## src/assert_macros.svh

```systemverilog
// ----------------------------------------------------------------------------
// assertion macros for the variable header parser
// ----------------------------------------------------------------------------
`ifndef ASSERT_MACROS_SVH
`define ASSERT_MACROS_SVH

// clocked property, off while reset is held
`define MVHP_ASSERT_PROP(label, prop, msg) \
    label: assert property (@(posedge aclk) disable iff (!aresetn) prop) \
        else $error(msg);

// plain condition checked at every clock edge
`define MVHP_ASSERT_NOW(label, expr, msg) `MVHP_ASSERT_PROP(label, (expr), msg)

`endif

```

## src/mvhp_pkg.sv

```systemverilog
// ----------------------------------------------------------------------------
// mvhp_pkg
// types and codes shared by the variable header parser modules
// ----------------------------------------------------------------------------
package mvhp_pkg;

    // request kinds
    localparam logic REQ_HEADER = 1'b0;
    localparam logic REQ_DATA   = 1'b1;

    // control packet types
    localparam logic [3:0] PT_CONNECT    = 4'd1;
    localparam logic [3:0] PT_CONNACK    = 4'd2;
    localparam logic [3:0] PT_PUBLISH    = 4'd3;
    localparam logic [3:0] PT_SUBSCRIBE  = 4'd8;
    localparam logic [3:0] PT_PINGREQ    = 4'd12;
    localparam logic [3:0] PT_DISCONNECT = 4'd14;

    // result status
    localparam logic [1:0] ST_OK          = 2'd0;
    localparam logic [1:0] ST_UNSUPPORTED = 2'd1;
    localparam logic [1:0] ST_NEG_PAYLOAD = 2'd2;
    localparam logic [1:0] ST_STRAY       = 2'd3;

    // field codes
    localparam logic [4:0] FC_HEADER   = 5'd0;
    localparam logic [4:0] FC_C_NAME   = 5'd1;
    localparam logic [4:0] FC_C_VER    = 5'd2;
    localparam logic [4:0] FC_C_FLAGS  = 5'd3;
    localparam logic [4:0] FC_C_KEEP   = 5'd4;
    localparam logic [4:0] FC_C_ID     = 5'd5;
    localparam logic [4:0] FC_C_WTOPIC = 5'd6;
    localparam logic [4:0] FC_C_WMSG   = 5'd7;
    localparam logic [4:0] FC_C_USER   = 5'd8;
    localparam logic [4:0] FC_C_PASS   = 5'd9;
    localparam logic [4:0] FC_CA_FLAGS = 5'd10;
    localparam logic [4:0] FC_CA_RC    = 5'd11;
    localparam logic [4:0] FC_P_TOPIC  = 5'd12;
    localparam logic [4:0] FC_P_ID     = 5'd13;
    localparam logic [4:0] FC_P_PAY    = 5'd14;
    localparam logic [4:0] FC_S_ID     = 5'd15;
    localparam logic [4:0] FC_S_TOPIC  = 5'd16;
    localparam logic [4:0] FC_S_QOS    = 5'd17;

    typedef struct packed {
        logic        req_type;
        logic [7:0]  data_byte;
        logic [3:0]  packet_type;
        logic [1:0]  qos_level;
        logic [27:0] rem_len;
    } mvhp_req_t;

    typedef struct packed {
        logic [4:0]  field_code;
        logic        is_length_byte;
        logic [7:0]  byte_value;
        logic [15:0] word_value;
        logic        field_last;
        logic        packet_done;
        logic [1:0]  status;
    } mvhp_res_t;

    typedef enum logic [25:0] {
        PH_IDLE        = 26'h0000001,
        PH_C_NAME_LEN  = 26'h0000002,
        PH_C_NAME      = 26'h0000004,
        PH_C_VER       = 26'h0000008,
        PH_C_FLAGS     = 26'h0000010,
        PH_C_KEEP      = 26'h0000020,
        PH_C_ID_LEN    = 26'h0000040,
        PH_C_ID        = 26'h0000080,
        PH_C_WT_LEN    = 26'h0000100,
        PH_C_WT        = 26'h0000200,
        PH_C_WM_LEN    = 26'h0000400,
        PH_C_WM        = 26'h0000800,
        PH_C_USER_LEN  = 26'h0001000,
        PH_C_USER      = 26'h0002000,
        PH_C_PASS_LEN  = 26'h0004000,
        PH_C_PASS      = 26'h0008000,
        PH_CA_FLAGS    = 26'h0010000,
        PH_CA_RC       = 26'h0020000,
        PH_P_TOPIC_LEN = 26'h0040000,
        PH_P_TOPIC     = 26'h0080000,
        PH_P_ID        = 26'h0100000,
        PH_P_PAY       = 26'h0200000,
        PH_S_ID        = 26'h0400000,
        PH_S_TOPIC_LEN = 26'h0800000,
        PH_S_TOPIC     = 26'h1000000,
        PH_S_QOS       = 26'h2000000
    } phase_t;

endpackage

```

## src/mqtt_variable_header_parser.sv

```systemverilog
// ----------------------------------------------------------------------------
// mqtt_variable_header_parser
// tags each byte after an mqtt fixed header with its variable header field
// ----------------------------------------------------------------------------
//  channel   dir  ports                      carries
//  request   in   s_valid s_ready s_req      header start or one data byte
//  result    out  m_valid m_ready m_res      field tag, values, done, status
//
//  one request per cycle sustained while results are taken; input register then
//  result register, parse state updated as a request moves between them
//  each request gives exactly one result
//  aresetn is synchronous; it empties both registers and returns to idle
//  a stalled result holds the result register; one more request waits in
//  the input register before s_ready drops
// ----------------------------------------------------------------------------
`include "assert_macros.svh"

module mqtt_variable_header_parser (
    input  logic                aclk,
    input  logic                aresetn,
    input  logic                s_valid,
    output logic                s_ready,
    input  mvhp_pkg::mvhp_req_t s_req,
    output logic                m_valid,
    input  logic                m_ready,
    output mvhp_pkg::mvhp_res_t m_res
);
    import mvhp_pkg::*;

    logic      item_valid;
    logic      item_take;
    mvhp_req_t item;

    mvhp_in_stage u_in_stage (
        .aclk       (aclk),
        .aresetn    (aresetn),
        .s_valid    (s_valid),
        .s_ready    (s_ready),
        .s_req      (s_req),
        .item_valid (item_valid),
        .item       (item),
        .item_take  (item_take)
    );

    mvhp_parse_core u_parse_core (
        .aclk       (aclk),
        .aresetn    (aresetn),
        .item_valid (item_valid),
        .item       (item),
        .item_take  (item_take),
        .m_valid    (m_valid),
        .m_ready    (m_ready),
        .m_res      (m_res)
    );

    // backpressure only when both registers are full and the result stalls
    `MVHP_ASSERT_PROP(a_stall_only_when_full, !s_ready |-> (m_valid && !m_ready), "input stalled while pipeline not full")
    `MVHP_ASSERT_NOW(a_unsup_not_done, !(m_valid && m_res.status == ST_UNSUPPORTED) || !m_res.packet_done, "unsupported type flagged as done")
    `MVHP_ASSERT_NOW(a_stray_shape, !(m_valid && m_res.status == ST_STRAY) || (m_res.field_code == FC_HEADER && !m_res.field_last && !m_res.packet_done), "stray byte result malformed")
    `MVHP_ASSERT_NOW(a_neg_on_topic_len, !(m_valid && m_res.status == ST_NEG_PAYLOAD) || (m_res.field_code == FC_P_TOPIC && m_res.is_length_byte && m_res.packet_done), "negative payload outside topic length")

endmodule

```

## src/mvhp_in_stage.sv

```systemverilog
// ----------------------------------------------------------------------------
// mvhp_in_stage
// input register: holds one accepted request until the parser takes it
// ----------------------------------------------------------------------------
module mvhp_in_stage (
    input  logic               aclk,
    input  logic               aresetn,
    input  logic               s_valid,
    output logic               s_ready,
    input  mvhp_pkg::mvhp_req_t s_req,
    output logic               item_valid,
    output mvhp_pkg::mvhp_req_t item,
    input  logic               item_take
);
    import mvhp_pkg::*;

    logic      vld_reg;
    logic      vld_next;
    mvhp_req_t item_reg;

    assign s_ready    = !vld_reg || item_take;
    assign item_valid = vld_reg;
    assign item       = item_reg;

    always_comb begin
        vld_next = vld_reg;
        if (s_valid && s_ready) begin
            vld_next = 1'b1;
        end else if (item_take) begin
            vld_next = 1'b0;
        end
    end

    always_ff @(posedge aclk) begin
        if (!aresetn) begin
            vld_reg <= 1'b0;
        end else begin
            vld_reg <= vld_next;
        end
    end

    always_ff @(posedge aclk) begin
        if (s_valid && s_ready) begin
            item_reg <= s_req;
        end
    end

endmodule

```

## src/mvhp_parse_core.sv

```systemverilog
// ----------------------------------------------------------------------------
// mvhp_parse_core
// parse state, per-byte field decode and the result register
// ----------------------------------------------------------------------------
module mvhp_parse_core (
    input  logic               aclk,
    input  logic               aresetn,
    input  logic               item_valid,
    input  mvhp_pkg::mvhp_req_t item,
    output logic               item_take,
    output logic               m_valid,
    input  logic               m_ready,
    output mvhp_pkg::mvhp_res_t m_res
);
    import mvhp_pkg::*;

    phase_t      phase_reg, phase_next;
    logic [7:0]  flags_reg, flags_next;
    logic        has_id_reg, has_id_next;
    logic        idx_reg, idx_next;
    logic [7:0]  hi_reg, hi_next;
    logic [15:0] fleft_reg, fleft_next;
    logic [27:0] pay_reg, pay_next;
    logic        m_valid_reg;
    mvhp_res_t   res_reg, res_next;

    // field that follows a finished one, absent optional fields skipped
    function automatic phase_t phase_after(phase_t ph, logic [7:0] fl, logic hid,
                                           logic pay_nz);
        phase_t r;
        r = PH_IDLE;
        case (ph)
            PH_C_NAME:   r = PH_C_VER;
            PH_C_VER:    r = PH_C_FLAGS;
            PH_C_FLAGS:  r = PH_C_KEEP;
            PH_C_KEEP:   r = PH_C_ID_LEN;
            PH_C_ID:     r = fl[2] ? PH_C_WT_LEN :
                             fl[7] ? PH_C_USER_LEN :
                             fl[6] ? PH_C_PASS_LEN : PH_IDLE;
            PH_C_WT:     r = PH_C_WM_LEN;
            PH_C_WM:     r = fl[7] ? PH_C_USER_LEN :
                             fl[6] ? PH_C_PASS_LEN : PH_IDLE;
            PH_C_USER:   r = fl[6] ? PH_C_PASS_LEN : PH_IDLE;
            PH_CA_FLAGS: r = PH_CA_RC;
            PH_P_TOPIC:  r = hid ? PH_P_ID : (pay_nz ? PH_P_PAY : PH_IDLE);
            PH_P_ID:     r = pay_nz ? PH_P_PAY : PH_IDLE;
            PH_S_ID:     r = PH_S_TOPIC_LEN;
            PH_S_TOPIC:  r = PH_S_QOS;
            default:     r = PH_IDLE;
        endcase
        return r;
    endfunction

    // string body that a length prefix introduces
    function automatic phase_t body_of(phase_t ph);
        phase_t r;
        r = PH_IDLE;
        case (ph)
            PH_C_NAME_LEN:  r = PH_C_NAME;
            PH_C_ID_LEN:    r = PH_C_ID;
            PH_C_WT_LEN:    r = PH_C_WT;
            PH_C_WM_LEN:    r = PH_C_WM;
            PH_C_USER_LEN:  r = PH_C_USER;
            PH_C_PASS_LEN:  r = PH_C_PASS;
            PH_P_TOPIC_LEN: r = PH_P_TOPIC;
            PH_S_TOPIC_LEN: r = PH_S_TOPIC;
            default:        r = PH_IDLE;
        endcase
        return r;
    endfunction

    function automatic logic [4:0] field_of(phase_t ph);
        logic [4:0] r;
        r = FC_HEADER;
        case (ph)
            PH_C_NAME_LEN, PH_C_NAME:   r = FC_C_NAME;
            PH_C_VER:                   r = FC_C_VER;
            PH_C_FLAGS:                 r = FC_C_FLAGS;
            PH_C_KEEP:                  r = FC_C_KEEP;
            PH_C_ID_LEN, PH_C_ID:       r = FC_C_ID;
            PH_C_WT_LEN, PH_C_WT:       r = FC_C_WTOPIC;
            PH_C_WM_LEN, PH_C_WM:       r = FC_C_WMSG;
            PH_C_USER_LEN, PH_C_USER:   r = FC_C_USER;
            PH_C_PASS_LEN, PH_C_PASS:   r = FC_C_PASS;
            PH_CA_FLAGS:                r = FC_CA_FLAGS;
            PH_CA_RC:                   r = FC_CA_RC;
            PH_P_TOPIC_LEN, PH_P_TOPIC: r = FC_P_TOPIC;
            PH_P_ID:                    r = FC_P_ID;
            PH_P_PAY:                   r = FC_P_PAY;
            PH_S_ID:                    r = FC_S_ID;
            PH_S_TOPIC_LEN, PH_S_TOPIC: r = FC_S_TOPIC;
            PH_S_QOS:                   r = FC_S_QOS;
            default:                    r = FC_HEADER;
        endcase
        return r;
    endfunction

    logic        is_prefix;
    logic        is_pair;
    logic        is_string;
    logic [15:0] len;
    logic [27:0] need;
    logic        abort;
    phase_t      nxt;

    assign item_take = item_valid && (!m_valid_reg || m_ready);
    assign m_valid   = m_valid_reg;
    assign m_res     = res_reg;

    always_comb begin
        is_prefix = (phase_reg == PH_C_NAME_LEN) || (phase_reg == PH_C_ID_LEN) ||
                    (phase_reg == PH_C_WT_LEN) || (phase_reg == PH_C_WM_LEN) ||
                    (phase_reg == PH_C_USER_LEN) || (phase_reg == PH_C_PASS_LEN) ||
                    (phase_reg == PH_P_TOPIC_LEN) || (phase_reg == PH_S_TOPIC_LEN);
        is_pair   = is_prefix || (phase_reg == PH_C_KEEP) || (phase_reg == PH_P_ID) ||
                    (phase_reg == PH_S_ID);
        is_string = (phase_reg == PH_C_NAME) || (phase_reg == PH_C_ID) ||
                    (phase_reg == PH_C_WT) || (phase_reg == PH_C_WM) ||
                    (phase_reg == PH_C_USER) || (phase_reg == PH_C_PASS) ||
                    (phase_reg == PH_P_TOPIC) || (phase_reg == PH_S_TOPIC);
        len   = {hi_reg, item.data_byte};
        need  = {12'd0, len} + 28'd2 + (has_id_reg ? 28'd2 : 28'd0);
        abort = 1'b0;
        nxt   = phase_reg;

        phase_next  = phase_reg;
        flags_next  = flags_reg;
        has_id_next = has_id_reg;
        idx_next    = idx_reg;
        hi_next     = hi_reg;
        fleft_next  = fleft_reg;
        pay_next    = pay_reg;
        res_next    = '0;

        if (item.req_type == REQ_HEADER) begin
            // a header always restarts, dropping any packet in progress
            has_id_next = (item.qos_level == 2'd1) || (item.qos_level == 2'd2);
            pay_next    = item.rem_len;
            flags_next  = 8'd0;
            idx_next    = 1'b0;
            hi_next     = 8'd0;
            fleft_next  = 16'd0;
            case (item.packet_type)
                PT_CONNECT:   phase_next = PH_C_NAME_LEN;
                PT_CONNACK:   phase_next = PH_CA_FLAGS;
                PT_PUBLISH:   phase_next = PH_P_TOPIC_LEN;
                PT_SUBSCRIBE: phase_next = PH_S_ID;
                PT_PINGREQ, PT_DISCONNECT: begin
                    phase_next           = PH_IDLE;
                    res_next.packet_done = 1'b1;
                end
                default: begin
                    phase_next      = PH_IDLE;
                    res_next.status = ST_UNSUPPORTED;
                end
            endcase
        end else if (phase_reg == PH_IDLE) begin
            res_next.byte_value = item.data_byte;
            res_next.status     = ST_STRAY;
        end else begin
            res_next.field_code = field_of(phase_reg);
            res_next.byte_value = item.data_byte;
            if (is_pair) begin
                res_next.is_length_byte = is_prefix;
                if (!idx_reg) begin
                    hi_next             = item.data_byte;
                    idx_next            = 1'b1;
                    res_next.word_value = {item.data_byte, 8'd0};
                end else begin
                    hi_next             = item.data_byte;
                    idx_next            = 1'b0;
                    res_next.word_value = len;
                    if (phase_reg == PH_P_TOPIC_LEN) begin
                        if (pay_reg < need) begin
                            abort           = 1'b1;
                            res_next.status = ST_NEG_PAYLOAD;
                            nxt             = PH_IDLE;
                        end else begin
                            pay_next = pay_reg - need;
                        end
                    end
                    if (!abort) begin
                        if (!is_prefix) begin
                            res_next.field_last = 1'b1;
                            nxt = phase_after(phase_reg, flags_reg, has_id_reg,
                                              pay_next != 28'd0);
                        end else if (len != 16'd0) begin
                            fleft_next = len;
                            nxt        = body_of(phase_reg);
                        end else begin
                            // empty string ends on its second length byte
                            res_next.field_last = 1'b1;
                            nxt = phase_after(body_of(phase_reg), flags_reg, has_id_reg,
                                              pay_next != 28'd0);
                        end
                    end
                end
            end else if (phase_reg == PH_P_PAY) begin
                pay_next = pay_reg - {27'd0, (pay_reg != 28'd0)};
                if (pay_next == 28'd0) begin
                    res_next.field_last = 1'b1;
                    nxt                 = PH_IDLE;
                end
            end else if (is_string) begin
                fleft_next = fleft_reg - {15'd0, (fleft_reg != 16'd0)};
                if (fleft_next == 16'd0) begin
                    res_next.field_last = 1'b1;
                    nxt = phase_after(phase_reg, flags_reg, has_id_reg, pay_reg != 28'd0);
                end
            end else begin
                if (phase_reg == PH_C_FLAGS) begin
                    flags_next          = item.data_byte;
                    // will qos sits in bits 4:3 of the flags byte
                    res_next.word_value = {9'd0, item.data_byte[7], item.data_byte[6],
                                           item.data_byte[5], item.data_byte[4:3],
                                           item.data_byte[2], item.data_byte[1]};
                end
                res_next.field_last = 1'b1;
                nxt = phase_after(phase_reg, flags_next, has_id_reg, pay_reg != 28'd0);
            end
            phase_next           = nxt;
            res_next.packet_done = (nxt == PH_IDLE);
        end
    end

    always_ff @(posedge aclk) begin
        if (!aresetn) begin
            phase_reg   <= PH_IDLE;
            flags_reg   <= 8'd0;
            has_id_reg  <= 1'b0;
            idx_reg     <= 1'b0;
            hi_reg      <= 8'd0;
            fleft_reg   <= 16'd0;
            pay_reg     <= 28'd0;
            m_valid_reg <= 1'b0;
        end else begin
            if (item_take) begin
                phase_reg   <= phase_next;
                flags_reg   <= flags_next;
                has_id_reg  <= has_id_next;
                idx_reg     <= idx_next;
                hi_reg      <= hi_next;
                fleft_reg   <= fleft_next;
                pay_reg     <= pay_next;
                m_valid_reg <= 1'b1;
            end else if (m_ready) begin
                m_valid_reg <= 1'b0;
            end
        end
    end

    always_ff @(posedge aclk) begin
        if (item_take) begin
            res_reg <= res_next;
        end
    end

endmodule

```

## config.mk

```make
export PLATFORM = sky130hd
export DESIGN_NAME = mqtt_variable_header_parser
export DESIGN_NICKNAME = d
export VERILOG_FILES = /design/src/mvhp_pkg.sv /design/src/mqtt_variable_header_parser.sv /design/src/mvhp_in_stage.sv /design/src/mvhp_parse_core.sv
export VERILOG_INCLUDE_DIRS = /design/src /design/src/src
export SDC_FILE = /design/constraint.sdc
export NUM_CORES = 1
export LEC_CHECK = 0
export BUFFER_PORTS_ARGS = -buffer_cell sky130_fd_sc_hd__buf_2
export CELL_PAD_IN_SITES_DETAIL_PLACEMENT = 0
export CELL_PAD_IN_SITES_GLOBAL_PLACEMENT = 1
export CORE_ASPECT_RATIO = 0.6
export CORE_MARGIN = 2
export CORE_UTILIZATION = 43
export CTS_BUF_LIST = sky130_fd_sc_hd__clkbuf_4 sky130_fd_sc_hd__clkbuf_8
export DETAILED_ROUTE_END_ITERATION = 16
export GPL_TIMING_DRIVEN = 0
export PLACE_DENSITY = 0.88
export SYNTH_ARGS = -nofsm -noshare
export SYNTH_HDL_FRONTEND = slang
export SYNTH_SLANG_ARGS = --single-unit
```

## constraint.sdc

```tcl
create_clock -name aclk -period 5.9 [get_ports aclk]
set_clock_uncertainty 0.05 [all_clocks]
set_input_delay 1.18 -clock aclk [delete_from_list [all_inputs] [get_ports aclk]]
set_output_delay 1.18 -clock aclk [all_outputs]
set_load 0.05 [all_outputs]
```

==> flow_results.org, run 1 <==
** Status
- Result of the run :: finished, violations left
- The final reports fail on negative setup slack.

** Pwr
- LEAKAGE :: 5.27 nW
- Part of the power in the clock network :: 29.1%
- Int Power :: 1.85 mW
- VDD IR max :: 182 uV
- Sw Share :: between 30% and 40%
- The design draws 2.92 mW.
- Switching power summed over all nets :: ~1.1 mW
- In this run, flip-flops and latches consume 42.5% of the power.
- In this run the power density over the cells is 205 nW/um2.
- Combinational logic burns between 20% and 30% of the power.

** Logic synthesis
- In this run, distinct cell masters in the synthesized netlist total 97.
- In the synthesized netlist the async set-or-reset flop fraction comes to 0%.
- sky130_fd_sc_hd__nor2_1 is the most common cell in the netlist.
- By area the synthesized netlist is led by sky130_fd_sc_hd__edfxtp_1 (19%), sky130_fd_sc_hd__dfxtp_1 (14%), sky130_fd_sc_hd__nor2_1 (5.6%).
- The average instance in the mapped netlist occupies 7.96 um2.
- The commonest cells after synthesis are sky130_fd_sc_hd__nor2_1 (185), sky130_fd_sc_hd__nand2_1 (133), sky130_fd_sc_hd__a21oi_1 (119).
- In this run, synthesis produced a sequential element count of 162.
- Net count after synthesis :: approximately 1600
- Top cell type's share of synthesized area :: 18.8%
- Count of flip-flops with a built-in enable after synthesis :: 77
- Mapped cell area :: 12300 um2
- Fraction of the yosys area taken by sequential cells :: 32.6%
- Synthesis handed over a netlist of between 1500 and 2000 instances.
- Among all flip-flop cells after synthesis, the most frequent one is sky130_fd_sc_hd__dfxtp_1.
- For this run, the number of Yosys warnings is 0.
- Most area-hungry cell type in the Yosys netlist :: sky130_fd_sc_hd__edfxtp_1

** Routing
- In the detailed route, the total length drawn on met2 is 20.2 mm.
- Met3 Wirelength :: 9.54 mm
- The final layout contains routed wiring with a total length of 57.4 mm.
- The count of nets left with antenna violations once routing finished came out at 0.
- Detail-routed via count per cell :: 6.70
- First DRT Iteration DRCs :: 2087
- After detailed routing, the wire length on met1 is 26.9 mm.
- Overall via count from detail_route :: 13735
- In this run the top signal layer used is met4.
- DR DRC count :: 0
- WL/cell :: 28.0 um
- The pre-antenna-repair detailed-routing pass consisted of 6 iterations.

** Clock network
- After clock tree synthesis, the clock-pin slew on the worst setup and hold paths is 0.09 ns.
- TritonCTS built the clock tree.
- Cell at the root of the clock tree :: sky130_fd_sc_hd__clkbuf_8
- Maximum level of the CTS H-tree :: 4
- Hold repair after CTS inserted 0 buffers.
- Clock Latency Late Sink :: approximately 0.53 ns
- Buffers inserted during clock tree synthesis total 17.
- Clock net sink count :: 162
- The clock passes through at most 2 buffers.

** STA
- The worst path in the final design needs a cycle of about 6 ns, including I/O delays and setup.
- Adding up every negative setup slack in the final design gives -0.579 ns.
- Setup repair after global routing could not meet its margin everywhere.
- The total count of max-transition violations in the final report is 0.
- Total count of hold-check failures in the final report :: 0
- Slew at the pin closest to its max-slew limit :: 1.35 ns
- Setup violations remaining at the end of the flow were counted as 4.
- Worst Slack Setup Final :: -0.231 ns
- On the final layout, the worst hold slack is 0.472 ns.
- Fmax achieved :: 163 MHz
- Final period util :: 104%
- Headroom to the max-slew limit :: a little under a tenth

** Critical path
- Startpoint type of the worst setup path :: flop
- Setup crit end kind :: flop
- STA puts the critical path data required time at a little over 6 ns.
- Classification of the worst setup path :: flop to flop
- At the worst endpoint, the arrival time is about 6.4 ns.
- In this run the worst path has a maximum fanout of 7.

** GRT
- Global routing finished with a remaining overflow of 0.
- The initial antenna violation count is 0.
- Via count of the first global-routing pass :: 12091
- Overall Global Routing Usage :: 37.9%
- First-pass GRT wire length :: about 83 mm
- Entering global routing, the biggest net connects 39 pins.

** Die
- Placement row count :: 47
- The die covers 30100 um2.
- During I/O placement, the number of pins put on the boundary was 83.
- Initial cell density of the core :: between 40% and 50%
- Die Ht :: approximately 140 um
- Std-Cell Core Area :: about 28000 um2
- The die is between 200 and 250 um wide.

** Run
- Across the run, the number of max-cap violations was 0.

** Layout
- # diodes :: 0
- Fraction of final layout cells with drive strength greater than 1 :: 17.0%
- Final design utilization :: 51.2%
- Growth of design area from synthesis to finish :: 15.8%
- Largest register FFs :: 43
- Number of filler instances in the final layout :: around 2700
- In the final design database the tool counted roughly 1700 nets.

** Place
- Timing analysis after detailed placement gives a worst setup slack of -1.91 ns.
- At the end of routability-driven placement, the weighted congestion stood at approximately 1.0.
- The count of buffers added on input and output ports is 82.
- Detailed placement ended at an HPWL of around 45 mm.

** Hold path
- In this run the worst hold path is classified as flop to flop.
-- power groups by stage --
stage,Sequential [mW],Clock (mW),Combinational [mW]
after CTS,1.24,0.857,0.773
final,1.24,0.850,0.833
after global placement,1.27,0,0.740
after detailed placement,1.26,0,0.745
after floorplan,1.29,0,0.474
after global routing,1.24,0.900,0.885
-- logic make-up (layout without fill, tap and decap cells) --
group                    count (synthesis)  after routing  share of synthesized area, %
AO/OA/AOI/OAI                          413            413                          22.3
XOR/XNOR                                58             58                          4.12
adder cells (fa/ha/maj)                 26             26                          2.70
buffers and inverters                  149            284                          5.14
flip-flops                             162            162                          32.6
multiplexers                            25             25                          2.03
other                                    1              1                        0.0304
AND/OR/NAND/NOR                        714            714                          31.1
-- layer usage --
layer,track usage (%),vias to the layer above
met1,58.5,6635
li1,-,6078
met5,0,-
met2,46.0,962
met4,6.64,0
met3,18.2,60
-- what timing repair did --
action | 4_1_cts | 5_1_grt
cloned | 0 | 0
pin swaps | 14 | 29
setup endpoints to repair | 64 | 34
resized for setup | 58 | 42
buffers inserted | 16 | 11
-- metrics by stage --
stage | instance area, um2 | cells
6_report | 14300 | 2050
5_1_grt | 14300 | 2050
4_1_cts | 14000 | 2039
3_5_place_dp | 13200 | 1998
3_3_place_gp | 13200 | 1997
2_1_floorplan | 12300 | 1548
-- final cells by class --
cell class	instances	area (um2)	area share, %
Multi-Input combinational cell	1237	8110	56.9
Buffer	111	532	3.73
Clock buffer	21	270	1.89
Inverter	31	116	0.815
Clock inverter	11	121	0.851
Sequential cell	162	4010	28.1
Tap cell	367	459	3.22
Timing Repair Buffer	110	644	4.52
-- cell usage in the layout (no fill, tap or decap), types with 11 or more instances in the layout --
cell / count
sky130_fd_sc_hd__nand4_1: 31
sky130_fd_sc_hd__o21a_1: 16
sky130_fd_sc_hd__edfxtp_1: 77
sky130_fd_sc_hd__o211ai_1: 20
sky130_fd_sc_hd__a211oi_1: 14
sky130_fd_sc_hd__inv_1: 29
sky130_fd_sc_hd__and2_1: 15
sky130_fd_sc_hd__or4_1: 19
sky130_fd_sc_hd__a21oi_1: 117
sky130_fd_sc_hd__nor4_1: 38
sky130_fd_sc_hd__a31oi_1: 17
sky130_fd_sc_hd__xor2_1: 19
sky130_fd_sc_hd__or3_1: 21
sky130_fd_sc_hd__nor2_1: 182
sky130_fd_sc_hd__nor3_1: 61
sky130_fd_sc_hd__nor2b_1: 15
sky130_fd_sc_hd__and3_1: 16
sky130_fd_sc_hd__nand2_1: 131
sky130_fd_sc_hd__buf_2: 104
sky130_fd_sc_hd__clkbuf_1: 66
sky130_fd_sc_hd__dfxtp_1: 85
sky130_fd_sc_hd__ha_1: 19
sky130_fd_sc_hd__mux2i_1: 25
sky130_fd_sc_hd__a22oi_1: 26
sky130_fd_sc_hd__a21o_1: 16
sky130_fd_sc_hd__nand3_1: 58
sky130_fd_sc_hd__xnor2_1: 31
sky130_fd_sc_hd__clkbuf_8: 19
sky130_fd_sc_hd__buf_4: 28
sky130_fd_sc_hd__nor4_2: 11
sky130_fd_sc_hd__o22ai_1: 12
sky130_fd_sc_hd__o21ai_0: 58
sky130_fd_sc_hd__nand2b_1: 13
sky130_fd_sc_hd__nor3b_1: 13
-- worst max-delay path, cell delays in order, from the launching register on --
cell	delay (ns)
sky130_fd_sc_hd__dfxtp_1	0.63
sky130_fd_sc_hd__ha_1	0.38
sky130_fd_sc_hd__ha_4	0.20
sky130_fd_sc_hd__nand3b_1	0.12
sky130_fd_sc_hd__or4_4	0.58
sky130_fd_sc_hd__or3_4	0.42
sky130_fd_sc_hd__o21ai_2	0.15
sky130_fd_sc_hd__nand2_2	0.10
sky130_fd_sc_hd__xor2_4	0.32
sky130_fd_sc_hd__ha_4	0.27
sky130_fd_sc_hd__a21o_1	0.22
sky130_fd_sc_hd__a22o_4	0.28
sky130_fd_sc_hd__or3_4	0.35
sky130_fd_sc_hd__a22oi_2	0.26
sky130_fd_sc_hd__buf_6	0.18
sky130_fd_sc_hd__nor4_2	0.04
sky130_fd_sc_hd__nand3b_1	0.19
sky130_fd_sc_hd__nor4_1	0.28
sky130_fd_sc_hd__nand4_1	0.24
sky130_fd_sc_hd__o221a_2	0.37
sky130_fd_sc_hd__o31ai_4	0.28
-- worst paths after layout --
check,endpoint,from,slack [ns],depth (start not counted)
worst min-delay path,u_parse_core.m_valid$_SDFFE_PN0P_,u_in_stage.item_valid$_SDFFE_PN0P_,0.47,2
worst max register to register,u_parse_core.m_res[2]$_DFFE_PP_,u_parse_core.has_id_reg$_SDFFE_PN0P_,-0.23,20
worst max-delay path,u_parse_core.m_res[2]$_DFFE_PP_,u_parse_core.has_id_reg$_SDFFE_PN0P_,-0.23,20
worst min register to register,u_parse_core.m_valid$_SDFFE_PN0P_,u_in_stage.item_valid$_SDFFE_PN0P_,0.47,2
Power figures use the tool's default switching activity.
==> inputs of run 2 (changes only) <==
--- a/config.mk
+++ b/config.mk
@@ -9,7 +9,7 @@
 export BUFFER_PORTS_ARGS = -buffer_cell sky130_fd_sc_hd__buf_2
 export CELL_PAD_IN_SITES_DETAIL_PLACEMENT = 0
 export CELL_PAD_IN_SITES_GLOBAL_PLACEMENT = 1
-export CORE_ASPECT_RATIO = 0.6
+export CORE_ASPECT_RATIO = 1.2
 export CORE_MARGIN = 2
 export CORE_UTILIZATION = 43
 export CTS_BUF_LIST = sky130_fd_sc_hd__clkbuf_4 sky130_fd_sc_hd__clkbuf_8
==> flow_results.org, run 2 (synthesis results as in run 1) <==
** Critical path
- RR Startpoint :: u_in_stage.item[36]$_DFFE_PP_
- Arrival time of data at the critical path endpoint :: 6.06 ns (-0.34 ns)
- The critical path starts at u_in_stage.item[36]$_DFFE_PP_.
- STA classifies the critical path endpoint as a flop.
- Startpoint type of the worst setup path :: flop
- The maximum fanout along the worst path came to 5 (-2).
- Classification of the worst setup path :: flop to flop
- Required time of the worst setup path :: 6.15 ns (-0.02 ns)

** Die
- Std-Cell Core Area :: 28100 um2 (+0.75%)
- Placement row count :: 67 (+43%)
- Horizontal die dimension :: 159 um (-29%)
- The initial cell density of the core was 43.9% (-0.33 points).
- Die Ht :: 189 um (+40%)
- Die Footprint :: 30000 um2 (-0.13%)
- The total I/O pin count came to 83 (unchanged).

** Clock network
- Clock net sink count :: 162 (unchanged)
- The clock tree buffer depth came to 2 (unchanged).
- The clock-pin slew of the registers on the worst-case setup and hold paths was 0.09 ns (about the same).
- The total CTS buffers is 17 (unchanged).
- Clock Latency Late Sink :: 0.49 ns (-0.04 ns)
- TritonCTS built the clock tree.
- The tree is rooted in a sky130_fd_sc_hd__clkbuf_8.
- The H-tree depth reported by CTS came to 4 (unchanged).
- The number of hold buffers added after cts is 0 (unchanged).

** Layout
- # diodes :: 0 (unchanged)
- Number of filler instances in the final layout :: 2758 (+0.47%)
- Number of standard cells in the layout, taps in and fillers out :: 2062 (+0.59%)
- Leaving out fill and tap cells, the most frequent cell in the layout is sky130_fd_sc_hd__nor2_1.
- Fraction of final layout cells with drive strength greater than 1 :: 16.1% (-0.89 points)
- Compared with the post-synthesis result, the final layout area differs by 15.3%.
- Highest-count cells in the layout ignoring fill and taps :: sky130_fd_sc_hd__nor2_1 (183), sky130_fd_sc_hd__nand2_1 (130), sky130_fd_sc_hd__a21oi_1 (116)
- Largest register FFs :: 43 (unchanged)
- The utilization of the core after routing is 50.6% (-0.62 points).
- The total number of nets in the final design is 1743 (unchanged).

** STA
- The worst max-slew margin expressed relative to the limit is 2.43% (-6.7 points).
- Post-Route Hold Slack :: 0.471 ns (-0.000760 ns)
- Max-slew violation count :: 0 (unchanged)
- The number of setup violations in the final report is 0 (-4).
- The transition time at the pin with the least slew margin was 1.45 ns (+0.0993 ns).
- Minimum period implied by the final worst setup slack :: 5.81 ns (-0.321 ns)
- Fmax achieved :: 172 MHz (+5.5%)
- Total count of hold-check failures in the final report :: 0 (unchanged)
- The final total negative setup slack is 0 ns (+0.579 ns).
- The final period utilization was 98.5% (-5.4 points).

** GRT
- The pin count of the biggest net entering global routing came to 39 (unchanged).
- The global router's overall resource usage was 36.2% (-1.7 points).
- Antenna violations before repair :: 0 (unchanged)
- First-pass GRT wire length :: 80.3 mm (-2.8%)
- Via count of the first global-routing pass :: 12860 (+6.4%)
- Overall overflow remaining after global route :: 0 (unchanged)

** Routing
- The detailed-routing iteration count for the pre-antenna-repair pass came to 6 (unchanged).
- The routed wire length came to 54.2 mm (-5.6%).
- The final antenna-violating net count was 0 (unchanged).
- Detail-routed via count per cell :: 6.59 (-1.6%)
- The average routed wire per standard cell came to 26.3 um (-6.1%).
- The via count is 13589 (-1.1%).
- First DRT Iteration DRCs :: 1500 (-28%)
- The total DRC errors in the routed layout is 0 (unchanged).

** Pwr
- VDD IR max :: 125 uV (-32%)
- The total power divided by cell area came to 204 nW/um2 (-0.35%).
- The leakage dissipation came to 5.22 nW (-0.90%).
- The overall power after layout came to 2.90 mW (-0.81%).

** Place
- The cell count after placement came to 2010 (+0.60%).
- The count of buffers from port buffering is 82 (unchanged).
- GP Congestion :: 1.02 (-2.2%)
- The half-perimeter wire length of the detailed placement result is 41.4 mm (-7.5%).

** Hold path
- The worst hold path belongs to the class flop to flop.
- Min-delay src :: u_in_stage.item_valid$_SDFFE_PN0P_

** Run
- The number of max-cap violations was 1 (+1).

** Status
- The final reports fail on max-capacitance violations.
- The run finished, with violations left.
[run 2: cell count changes in the layout (fill, tap and decap cells not counted), sizes merged]
cell,before,now
a22oi,27,28
clkinvlp,1,3
bufinv,1,2
clkbuf,91,88
inv,36,35
[run 2: area by class of cell]
| class | instances | area, um2 | area share (%) |
|---|---|---|---|
| buffer | 111 | 520 | 3.66 |
| clock buffer | 19 | 255 | 1.80 |
| inverter | 31 | 116 | 0.819 |
| timing repair buffer | 109 | 639 | 4.50 |
| multi-input combinational | 1238 | 8040 | 56.6 |
| tap | 379 | 474 | 3.34 |
| sequential | 162 | 4010 | 28.3 |
| clock inverter | 13 | 149 | 1.05 |
[run 2: power by group]
| group | internal (mW) | switching (mW) | total [mW] | leakage (nW) |
|---|---|---|---|---|
| Combinational | 0.267 | 0.523 | 0.790 | 3.58 |
| Sequential | 1.21 | 0.0313 | 1.24 | 1.44 |
| Clock | 0.398 | 0.468 | 0.866 | 0.197 |
[run 2: timing repair]
| action | 4_1_cts | 5_1_grt |
|---|---|---|
| resized for setup | 36 | 45 |
| hold endpoints to repair | 0 | 0 |
| cloned | 1 | 1 |
| pin swaps | 11 | 23 |
| setup buffers | 8 | 17 |
| endpoints found under the setup margin | 61 | 34 |
[run 2: metrics by stage]
| stage | worst slack [ns] | cell area [um2] |
|---|---|---|
| after floorplan | 0.207 | 12300 |
| after global placement | -1.33 | 13200 |
| after detailed placement | -1.35 | 13200 |
| after CTS | 0.000310 | 13900 |
| after global routing | -0.105 | 14200 |
| final | 0.0894 | 14200 |
[run 2: final timing paths]
path | end | slack (ns) | cells past startpoint
min | u_parse_core.m_valid$_SDFFE_PN0P_ | 0.47 | 2
max | u_parse_core.m_res[2]$_DFFE_PP_ | 0.09 | 26
min reg2reg | u_parse_core.m_valid$_SDFFE_PN0P_ | 0.47 | 2
max reg2reg | u_parse_core.m_res[2]$_DFFE_PP_ | 0.09 | 26
[run 2: worst max-delay path: stages (launching register included)]
cell and delay (ns):
sky130_fd_sc_hd__edfxtp_1 0.47, sky130_fd_sc_hd__buf_8 0.17, sky130_fd_sc_hd__nand2_2 0.09, sky130_fd_sc_hd__and3b_1 0.16
sky130_fd_sc_hd__o21a_1 0.12, sky130_fd_sc_hd__o21a_1 0.15, sky130_fd_sc_hd__nand3_2 0.11, sky130_fd_sc_hd__nor3_4 0.23
sky130_fd_sc_hd__nand2_2 0.09, sky130_fd_sc_hd__or3_4 0.40, sky130_fd_sc_hd__or3_4 0.38, sky130_fd_sc_hd__a21o_1 0.24
sky130_fd_sc_hd__ha_4 0.30, sky130_fd_sc_hd__and2_4 0.16, sky130_fd_sc_hd__nand4_1 0.12, sky130_fd_sc_hd__buf_6 0.17
sky130_fd_sc_hd__nor4_4 0.12, sky130_fd_sc_hd__buf_4 0.19, sky130_fd_sc_hd__a22oi_2 0.10, sky130_fd_sc_hd__buf_4 0.23
sky130_fd_sc_hd__buf_12 0.12, sky130_fd_sc_hd__nor4b_4 0.25, sky130_fd_sc_hd__xnor2_1 0.18, sky130_fd_sc_hd__o211a_1 0.18
sky130_fd_sc_hd__nand4_1 0.22, sky130_fd_sc_hd__o221a_4 0.37, sky130_fd_sc_hd__o31ai_4 0.26
[run 2: metal layers]
layer | share of wire [%] | global-route usage, % | vias up | wire [um]
met5 | 0 | 0 | - | 0
met4 | 8.3 | 24.7 | 0 | 4490
met3 | 7.3 | 5.52 | 216 | 3950
met2 | 47 | 59.7 | 764 | 25500
met1 | 37 | 43.2 | 6519 | 20300
li1 | - | - | 6090 | -
